**src/hw/rtl/chbd_pkg.sv**
```systemverilog
`timescale 1ns / 1ps
// Shared types and constants for the chunked HTTP body decoder.
// No dependencies; imported by every chbd module and the core top level.
package chbd_pkg;

    localparam int LEN_BITS = 32;

    // Parser phases
    localparam logic [2:0] PH_SKIP_WS   = 3'd0;
    localparam logic [2:0] PH_DIGITS    = 3'd1;
    localparam logic [2:0] PH_SKIP_LINE = 3'd2;
    localparam logic [2:0] PH_PAYLOAD   = 3'd3;
    localparam logic [2:0] PH_STOPPED   = 3'd4;

    // Result kinds
    localparam logic [1:0] KIND_PAYLOAD = 2'd0;
    localparam logic [1:0] KIND_END     = 2'd1;
    localparam logic [1:0] KIND_BAD     = 2'd2;

    localparam logic [7:0] CHAR_LF = 8'h0A;

    typedef struct packed {
        logic       valid;
        logic [7:0] data;
        logic [1:0] kind;
    } chbd_result_t;

    function automatic logic is_space(input logic [7:0] c);
        is_space = (c == 8'h20) || (c >= 8'h09 && c <= 8'h0D);
    endfunction

    // Returns {is_hex, nibble}
    function automatic logic [4:0] hex_decode(input logic [7:0] c);
        logic [7:0] v;
        v = 8'h00;
        hex_decode = 5'd0;
        if (c >= 8'h30 && c <= 8'h39) begin
            v = c - 8'h30;
            hex_decode = {1'b1, v[3:0]};
        end else if (c >= 8'h61 && c <= 8'h66) begin
            v = c - 8'h57;
            hex_decode = {1'b1, v[3:0]};
        end else if (c >= 8'h41 && c <= 8'h46) begin
            v = c - 8'h37;
            hex_decode = {1'b1, v[3:0]};
        end
    endfunction

endpackage

```
**src/hw/rtl/chbd_parser.sv**
```systemverilog
`timescale 1ns / 1ps
// Byte-wide chunk parser: phase and length registers plus the per-byte decode.
// Depends on chbd_pkg.
module chbd_parser
    import chbd_pkg::*;
(
    input  logic         aclk,
    input  logic         aresetn,
    input  logic         beat_valid,
    input  logic         advance,
    input  logic [7:0]   beat_data,
    input  logic         beat_start,
    output chbd_result_t result
);

    logic [2:0]          phase_reg, phase_next;
    // One counter serves as the length being built and then as the bytes left
    logic [LEN_BITS-1:0] len_reg, len_next;

    logic [2:0]          phase_cur;
    logic [LEN_BITS-1:0] len_cur;
    logic [4:0]          hex;
    logic                step;

    assign step = beat_valid && advance;
    assign hex  = hex_decode(beat_data);

    always_comb begin
        phase_cur = beat_start ? PH_SKIP_WS : phase_reg;
        len_cur   = beat_start ? '0 : len_reg;

        phase_next  = phase_cur;
        len_next    = len_cur;
        result      = '0;
        result.kind = KIND_PAYLOAD;

        case (phase_cur)
            PH_SKIP_WS: begin
                if (!is_space(beat_data)) begin
                    if (!hex[4]) begin
                        phase_next   = PH_STOPPED;
                        result.valid = 1'b1;
                        result.kind  = KIND_BAD;
                    end else begin
                        len_next   = {{(LEN_BITS-4){1'b0}}, hex[3:0]};
                        phase_next = PH_DIGITS;
                    end
                end
            end
            PH_DIGITS: begin
                if (hex[4]) begin
                    if (len_cur[LEN_BITS-1 -: 4] != 4'd0) begin
                        phase_next   = PH_STOPPED;
                        result.valid = 1'b1;
                        result.kind  = KIND_BAD;
                    end else begin
                        len_next = {len_cur[LEN_BITS-5:0], hex[3:0]};
                    end
                end else if (len_cur == '0) begin
                    phase_next   = PH_STOPPED;
                    result.valid = 1'b1;
                    result.kind  = KIND_END;
                end else begin
                    phase_next = (beat_data == CHAR_LF) ? PH_PAYLOAD : PH_SKIP_LINE;
                end
            end
            PH_SKIP_LINE: begin
                if (beat_data == CHAR_LF) begin
                    phase_next = PH_PAYLOAD;
                end
            end
            PH_PAYLOAD: begin
                len_next     = len_cur - 1'b1;
                result.valid = 1'b1;
                result.data  = beat_data;
                result.kind  = KIND_PAYLOAD;
                if (len_cur == {{(LEN_BITS-1){1'b0}}, 1'b1}) begin
                    phase_next = PH_SKIP_WS;
                end
            end
            default: begin
                // stopped, and unused codes: ignore until a new message
            end
        endcase

        if (!beat_valid) begin
            result.valid = 1'b0;
        end
    end

    always_ff @(posedge aclk) begin
        if (!aresetn) begin
            phase_reg <= PH_SKIP_WS;
            len_reg   <= '0;
        end else if (step) begin
            phase_reg <= phase_next;
            len_reg   <= len_next;
        end
    end

    // A report of end or malformed body always stops the parser
    a_report_stops: assert property (@(posedge aclk) disable iff (!aresetn)
        step && result.valid && result.kind != KIND_PAYLOAD |=> phase_reg == PH_STOPPED)
        else $error("report without stop");

    // Payload phase is only entered with bytes left to pass
    a_payload_nonzero: assert property (@(posedge aclk) disable iff (!aresetn)
        phase_reg == PH_PAYLOAD |-> len_reg != '0)
        else $error("payload phase with zero count");

    // A stopped body yields nothing until a new message starts
    a_stopped_quiet: assert property (@(posedge aclk) disable iff (!aresetn)
        beat_valid && !beat_start && phase_reg == PH_STOPPED |-> !result.valid)
        else $error("result after stop");

endmodule

```
**src/hw/rtl/chbd_out_reg.sv**
```systemverilog
`timescale 1ns / 1ps
// Result register of the decoder: holds one result beat for the master side.
// Depends on chbd_pkg.
module chbd_out_reg
    import chbd_pkg::*;
(
    input  logic         aclk,
    input  logic         aresetn,
    input  logic         load,
    input  chbd_result_t result,
    output logic         free,
    output logic         m_tvalid,
    input  logic         m_tready,
    output logic [7:0]   m_tdata,
    output logic [1:0]   m_tuser
);

    logic       valid_reg, valid_next;
    logic [7:0] data_reg;
    logic [1:0] kind_reg;

    assign free       = !valid_reg || m_tready;
    assign valid_next = load ? result.valid : (valid_reg && !m_tready);

    always_ff @(posedge aclk) begin
        if (!aresetn) begin
            valid_reg <= 1'b0;
        end else begin
            valid_reg <= valid_next;
        end
    end

    always_ff @(posedge aclk) begin
        if (load && result.valid) begin
            data_reg <= result.data;
            kind_reg <= result.kind;
        end
    end

    assign m_tvalid = valid_reg;
    assign m_tdata  = data_reg;
    assign m_tuser  = kind_reg;

endmodule

```
**src/hw/rtl/http_chunked_body_decoder_core.sv**
```systemverilog
`timescale 1ns / 1ps
// Chunked HTTP body decoder core: input register, chunk parser, result register.
// Depends on chbd_pkg, chbd_parser and chbd_out_reg.
//
// Takes one raw body byte per cycle and delivers payload bytes, then one end-of-body
// or malformed-body report. Sustained rate is one byte per cycle. A byte's result
// reaches m_ by way of the input register, loaded when the byte is accepted, and then
// the result register. While a result waits with m_tready low, both registers hold and
// s_tready drops. The loop through the phase and chunk length registers sets that rate.
// Set s_tuser on the first byte of a new body to restart the parser; after a report,
// bytes are dropped until that happens. Lengths up to LEN_BITS (32) bits are taken.
module http_chunked_body_decoder_core
    import chbd_pkg::*;
(
    input  logic       aclk,
    input  logic       aresetn,
    input  logic       s_tvalid,
    output logic       s_tready,
    input  logic [7:0] s_tdata,   // [7:0] in_byte
    input  logic [0:0] s_tuser,   // [0] message_start
    output logic       m_tvalid,
    input  logic       m_tready,
    output logic [7:0] m_tdata,   // [7:0] out_byte
    output logic [1:0] m_tuser    // [1:0] out_kind
);

    logic         in_valid_reg, in_valid_next;
    logic [7:0]   in_data_reg;
    logic         in_start_reg;
    logic         out_free;
    logic         advance;
    chbd_result_t result;

    // Stage moves whenever the result register can take a beat
    assign advance       = out_free;
    assign s_tready      = !in_valid_reg || advance;
    assign in_valid_next = s_tready ? s_tvalid : in_valid_reg;

    always_ff @(posedge aclk) begin
        if (!aresetn) begin
            in_valid_reg <= 1'b0;
        end else begin
            in_valid_reg <= in_valid_next;
        end
    end

    always_ff @(posedge aclk) begin
        if (s_tvalid && s_tready) begin
            in_data_reg  <= s_tdata;
            in_start_reg <= s_tuser[0];
        end
    end

    chbd_parser u_parser (
        .aclk       (aclk),
        .aresetn    (aresetn),
        .beat_valid (in_valid_reg),
        .advance    (advance),
        .beat_data  (in_data_reg),
        .beat_start (in_start_reg),
        .result     (result)
    );

    chbd_out_reg u_out_reg (
        .aclk     (aclk),
        .aresetn  (aresetn),
        .load     (advance),
        .result   (result),
        .free     (out_free),
        .m_tvalid (m_tvalid),
        .m_tready (m_tready),
        .m_tdata  (m_tdata),
        .m_tuser  (m_tuser)
    );

endmodule

```
**config.mk**
```make
export PLATFORM = sky130hd
export DESIGN_NAME = http_chunked_body_decoder_core
export DESIGN_NICKNAME = d
export VERILOG_FILES = /design/src/hw/rtl/chbd_pkg.sv /design/src/hw/rtl/chbd_parser.sv /design/src/hw/rtl/chbd_out_reg.sv /design/src/hw/rtl/http_chunked_body_decoder_core.sv
export SDC_FILE = /design/constraint.sdc
export NUM_CORES = 1
export LEC_CHECK = 0
export ABC_AREA = 0
export ABC_CLOCK_PERIOD_IN_PS = 4300
export BUFFER_PORTS_ARGS = -buffer_cell sky130_fd_sc_hd__buf_2
export CAP_MARGIN = 25
export CORE_ASPECT_RATIO = 1.2
export CORE_MARGIN = 3
export CORE_UTILIZATION = 40
export DETAILED_ROUTE_END_ITERATION = 7
export HOLD_SLACK_MARGIN = 0.12
export PLACE_DENSITY = 0.57
export SETUP_SLACK_MARGIN = 0.05
export SYNTH_ARGS = -nofsm -noshare
export SYNTH_HDL_FRONTEND = slang
export SYNTH_SLANG_ARGS = --single-unit
```
**constraint.sdc**
```tcl
create_clock -name aclk -period 4.3 [get_ports aclk]
set_input_delay 0.215 -clock aclk [delete_from_list [all_inputs] [get_ports aclk]]
set_output_delay 0.215 -clock aclk [all_outputs]
set_load 0.05 [all_outputs]
```
==> results of run 1 <==
[placed cells by master, fill, tap and decap left out, drive strengths merged, types with 8 or more instances in the layout]
master	netlist	layout
o21ai	55	55
a21oi	53	53
nor2	48	48
nand2	38	38
dfxtp	37	37
buf	17	35
edfxtp	19	19
nor3	19	19
a31oi	15	15
inv	12	15
o311ai	12	12
a211oi	11	11
nand3	10	10
nor4	10	10
dlygate4sd3	0	9
o211ai	8	8
o22ai	8	8
and2	8	8
[final timing paths]
path | startpoint | end | slack [ns] | depth (start not counted)
worst max-delay path | in_data_reg[0] | u_parser.len_reg[20] | 1.08 | 8
worst min-delay path | s_tvalid | in_valid_reg | 0.12 | 3
worst max register to register | in_data_reg[0] | u_parser.len_reg[20] | 1.08 | 8
worst min register to register | u_parser.len_reg[13] | u_parser.len_reg[13] | 0.52 | 2
[worst reg2reg max path, stage by stage, from the launching register on]
cell      delay, ns
edfxtp_1       0.46
inv_1          0.17
ha_1           0.28
or3b_2         0.21
nand4b_1       0.14
o21ai_1        0.71
a22oi_2        0.48
o311ai_0       0.49
o211ai_1       0.14
[metal layers]
layer	GRT usage [%]	wire, um	vias to the layer above
met2	38.6	6090	179
met5	0	0	-
met4	10.2	397	0
li1	-	-	1936
met3	4.79	955	38
met1	29.5	5470	1957
[cell families (layout without fill, tap and decap cells)]
group	count (synthesis)	in the layout	synth area share, %
adder cells (fa/ha/maj)	7	7	2.21
AND/OR/NAND/NOR	165	165	22.3
AO/OA/AOI/OAI	210	210	35.2
buffers and inverters	52	65	6.03
XOR/XNOR	4	4	0.885
multiplexers	1	1	0.253
flip-flops	56	56	33.1
[repair_timing]
| item | 4_1_cts | 5_1_grt |
|---|---|---|
| hold buffers | 9 | 0 |
| gates resized for setup | 0 | 0 |
| endpoints found under the setup margin | 0 | 0 |
| endpoints found under the hold margin | 9 | 0 |
[final cells by class]
cell class | instances | area, um2 | area share [%]
well taps | 123 | 154 | 3.51
inverters | 13 | 48.8 | 1.11
clock buffers | 5 | 125 | 2.85
clock inverters | 3 | 28.8 | 0.656
repair buffers | 44 | 293 | 6.67
flip-flops and latches | 56 | 1310 | 29.9
multi-input cells | 387 | 2430 | 55.3
[through the flow]
stage	instances	power (mW)
after floorplan	495	0.843
final	631	1.38
after detailed placement	613	0.931
after global routing	631	1.44
after global placement	613	0.928
after CTS	630	1.39
[where the power goes]
group | switching, mW | total (mW) | internal, mW
clock | 0.222 | 0.448 | 0.226
combinational | 0.207 | 0.310 | 0.103
sequential | 0.0488 | 0.625 | 0.576
total | 0.478 | 1.38 | 0.904
==> impl_metrics.ini, run 1 <==
[global_route]
grt.overflow.total = 0
grt_max_degree = 36
track_usage_pct = 23.3
grt_pass1_vias = 4015
grt_pass1_wl_mm = 21.3
antenna_found_initial = 0

[timing]
timing_hold_violations_final = 0
max_slew_margin_pct = 35.2
min_period_ns = 3.22
slew_viol_final = 0
timing.final.crit_share_pct = 74.8
layout_setup_ws_ns = 1.08
rsz0062_at_grt = false
finalSetupViolCount = 0
fmax_ghz = 0.311
setup-tns-final_ns = 0
fin_hold_ws_ns = 0.121
fin_worst_skew_ns = 0.00725
tightest_slew_ns = 0.969

[floorplan]
dieWidth_um = 96.8
pin_count = 25
start_util_pct = 41.2
die_h_um = 115
dieArea_mm2 = 0.0111
core.rowCount = 39
core-area_mm2 = 0.00961

[flow_run]
maxCapViolations = 0

[yosys]
yosysMostFrequentCell = a21oi_1
synthCells = 495
yosysTopAreaCell = dfxtp_1
ys.warnings.count = 0
async_flop_share_pct = 0
seq_area_frac_synth_pct = 33.1
synth_fp_nets = 515
avgSynthCellArea_um2 = 8.00
synth_area_leaders = dfxtp_1 (19%), edfxtp_1 (14%), a21oi_1 (6.7%)
syn_area_mm2 = 0.00396
synth_edf_count = 19
synth_common_cells = a21oi_1 (53), o21ai_0 (52), nor2_1 (47)
synth_cell_types = 76
netlist.area_leader.share_pct = 18.7
ys_ff_latch = 56
ys.flop_type = dfxtp_1

[worst_setup_path]
max_stage_delay_ns = 0.71
start_kind = flip-flop
crit_buf_inv = 1
cp.required_ns = 4.47
worstPathCellList = inv_1 -> ha_1 -> or3b_2 -> nand4b_1 -> o21ai_1 -> a22oi_2 -> o311ai_0 -> o211ai_1
slowest_stage = o21ai_1
critPathCaptureType = flip-flop
critical_path.top_delay_family = compound AO/OA/AOI/OAI gates
worstSetupPathType = flip-flop to flip-flop
crit_fanout = 17
critical_path_arrival_ns = 3.39

[clock_tree]
cts-buffers-inserted = 5
root_buffer = clkbuf_16
htreeDepth = 2
cts.sinks = 56
clk_pin_slew_worst_paths_ns = 0.08
clock_path_buffers = 2
cts_setup_buffers = 0
clk_latency_ns = 0.30
cts_tree = built

[placed_design]
post-dp-hpwl_mm = 8.92
io_buffers = 24
gp_congestion = 0.958
pre_cts_slack_ns = 0.913
placed_area_mm2 = 0.00414

[power]
ir_worst_vdd_mv = 0.170
leakage_nw = 1.49
power.density_mw_per_mm2 = 315

[routing]
drc = 0
wl_per_cell_um = 20.5
drtPass1Iterations = 5
avgViaCountPerCell = 6.51
postRouteAntennaNets = 0
drt-total-wl_mm = 12.9
num_vias = 4110
drtIter0Drc = 365

[hold_path]
hp-class = input pin to flip-flop

[run_status]
status = finished, final reports clean

[cells_and_area]
nets = 527
finalInstanceArea_mm2 = 0.00439
final_layout_size_suffix_gt1_share_pct = 13.2
largest_reg_flops = 32
nFillCells = 967
final_util_pct = 45.6
diodes = 0
area_delta_synth_final_pct = 10.7
(Power assumes the default switching activity.)
==> run 2: changes to the inputs <==
--- a/config.mk
+++ b/config.mk
@@ -6,7 +6,7 @@
 export NUM_CORES = 1
 export LEC_CHECK = 0
 export ABC_AREA = 0
-export ABC_CLOCK_PERIOD_IN_PS = 4300
+export ABC_CLOCK_PERIOD_IN_PS = 2700
 export BUFFER_PORTS_ARGS = -buffer_cell sky130_fd_sc_hd__buf_2
 export CAP_MARGIN = 25
 export CORE_ASPECT_RATIO = 1.2
@@ -14,7 +14,7 @@
 export CORE_UTILIZATION = 40
 export DETAILED_ROUTE_END_ITERATION = 7
 export HOLD_SLACK_MARGIN = 0.12
-export PLACE_DENSITY = 0.57
+export PLACE_DENSITY = 0.6
 export SETUP_SLACK_MARGIN = 0.05
 export SYNTH_ARGS = -nofsm -noshare
 export SYNTH_HDL_FRONTEND = slang
==> constraint.sdc (replaced) <==
create_clock -name aclk -period 2.7 [get_ports aclk]
set_input_delay 0.135 -clock aclk [delete_from_list [all_inputs] [get_ports aclk]]
set_output_delay 0.135 -clock aclk [all_outputs]
set_load 0.05 [all_outputs]
==> run 2 against run 1 <==
Effect of this change: die area unchanged; clock power is 58% higher; core utilization is 3.1 points higher; total power is 63% higher; sequential power rose by 58%; count of clock-buffer cells in the layout is the same; non-clock buffer count up 30; critical path type unchanged; largest cell class unchanged.
==> impl_metrics.ini, run 2 (synthesis gave the netlist of run 1 again) <==
[worst_setup_path]
r2r_start = in_data_reg[0]
rr_worst_depth = 9
cp.required_ns = 2.77
start_kind = flip-flop
worstSetupPathType = flip-flop to flip-flop
crit_fanout = 10
critical_path_arrival_ns = 2.63
cp-startpoint = in_data_reg[0]
critPathCaptureType = flip-flop
rrSetupSlack_ns = 0.14
crit_end = u_out_reg.m_tdata[1]
r2r_end = u_out_reg.m_tdata[1]

[flow_run]
maxCapViolations = 0

[routing]
drtPass1Iterations = 5
wl_per_cell_um = 19.5
drt-total-wl_mm = 12.9
drc = 0
drtIter0Drc = 413
postRouteAntennaNets = 0
avgViaCountPerCell = 6.40
num_vias = 4229

[placed_design]
dpl.cell_count = 641
post-dp-hpwl_mm = 9.06
io_buffers = 24
gp_congestion = 0.958

[clock_tree]
clk_latency_ns = 0.31
clk_pin_slew_worst_paths_ns = 0.08
cts.sinks = 56
cts-buffers-inserted = 5
root_buffer = clkbuf_16
clock_path_buffers = 2
htreeDepth = 2
cts_tree = built

[timing]
max_slew_margin_pct = 58.5
fin_worst_skew_ns = 0.00847
timing_hold_violations_final = 0
setup-tns-final_ns = 0
tightest_slew_ns = 0.616
finalSetupViolCount = 0
rsz0062_at_grt = false
slew_viol_final = 0
fmax_ghz = 0.391
min_period_ns = 2.56
timing.final.crit_share_pct = 94.7

[cells_and_area]
final_layout_size_suffix_gt1_share_pct = 20.1
layout_common_cells = o21ai_0 (52), a21oi_1 (51), nor2_1 (47)
diodes = 0
layout_commonest_cell = o21ai_0
nets = 557
area_delta_synth_final_pct = 18.2
largest_reg_flops = 32
nFillCells = 912
final_cell_count_no_fill = 661

[floorplan]
start_util_pct = 41.2
pin_count = 25
dieArea_mm2 = 0.0111
core.rowCount = 39
die_h_um = 115
core-area_mm2 = 0.00961
dieWidth_um = 96.8

[global_route]
grt_pass1_wl_mm = 20.9
track_usage_pct = 22.9
grt_max_degree = 34
grt_pass1_vias = 3939
antenna_found_initial = 0
grt.overflow.total = 0

[hold_path]
hp-class = input pin to flip-flop
min_from = m_tready

[power]
p_sw_mw = 0.774
internal_power_mw = 1.48
power_frac_comb_pct = 24.9
seqPwrFrac_pct = 43.6
switching_share_pct = 34.3
pwr-share-clk_pct = 31.4
ir_worst_vdd_mv = 0.287
power.density_mw_per_mm2 = 482
leakage_nw = 1.65
total_power_mw = 2.26

[run_status]
status = finished, final reports clean
run 2: layout make-up:
cell class | instances | area (um2) | share of cell area [%]
clock buffer | 5 | 125 | 2.67
clock inverter | 3 | 28.8 | 0.615
inverter | 13 | 51.3 | 1.10
multi-input combinational | 387 | 2470 | 52.7
sequential | 56 | 1310 | 28.0
tap | 123 | 154 | 3.29
timing repair buffer | 74 | 546 | 11.7
run 2: stage by stage:
| stage | area (um2) | hold WS, ns | setup slack [ns] | util, % |
|---|---|---|---|---|
| CTS | 4660 | 0.166 | 0.0566 | 48.5 |
| finish | 4680 | 0.165 | 0.142 | 48.7 |
| global placement | 4380 | 0.314 | 0.0848 | 45.5 |
| floorplan | 4010 | 0.234 | 0.0628 | - |
| detailed placement | 4380 | 0.313 | -0.000287 | 45.5 |
| global route | 4680 | 0.176 | 0.0265 | 48.7 |
run 2: power groups by stage:
stage / Combinational [mW] / Clock, mW / Sequential (mW)
floorplan: 0.363 / 0 / 0.990
global placement: 0.527 / 0 / 1.00
detailed placement: 0.527 / 0 / 1.00
CTS: 0.548 / 0.723 / 0.983
global route: 0.609 / 0.752 / 0.993
finish: 0.563 / 0.710 / 0.986
run 2: how the worst min path moves through the flow:
stage / end / slack, ns / depth (start not counted)
after global routing: u_out_reg.m_tvalid / 0.18 / 3
after CTS: u_out_reg.m_tvalid / 0.17 / 3
after global placement: in_data_reg[1] / 0.31 / 1
after detailed placement: in_data_reg[3] / 0.31 / 1
final: u_out_reg.m_tvalid / 0.17 / 3
after floorplan: in_data_reg[0] / 0.23 / 0
run 2: worst max-delay path: stages (launching register included):
cell and delay (ns):
edfxtp_1 0.43, inv_2 0.13, ha_1 0.21, or3b_2 0.47, nand4b_1 0.20, o21a_2 0.25, o22ai_2 0.12, a41oi_2 0.27
a21oi_4 0.10, buf_12 0.15
run 2: metal layers:
metal	track usage [%]	vias to the layer above	part of all wire (%)
met5	0	-	0
met4	9.36	0	2.3
met3	3.52	20	6.1
met2	38.4	181	48
met1	29.8	2023	44
li1	-	2005	-
run 2: timing repair:
action | CTS | global route
hold endpoints to repair | 10 | 0
gates resized for setup | 2 | 5
setup endpoints to repair | 11 | 37
hold buffers | 10 | 0
pin swaps | 1 | 0
buffers inserted | 1 | 1
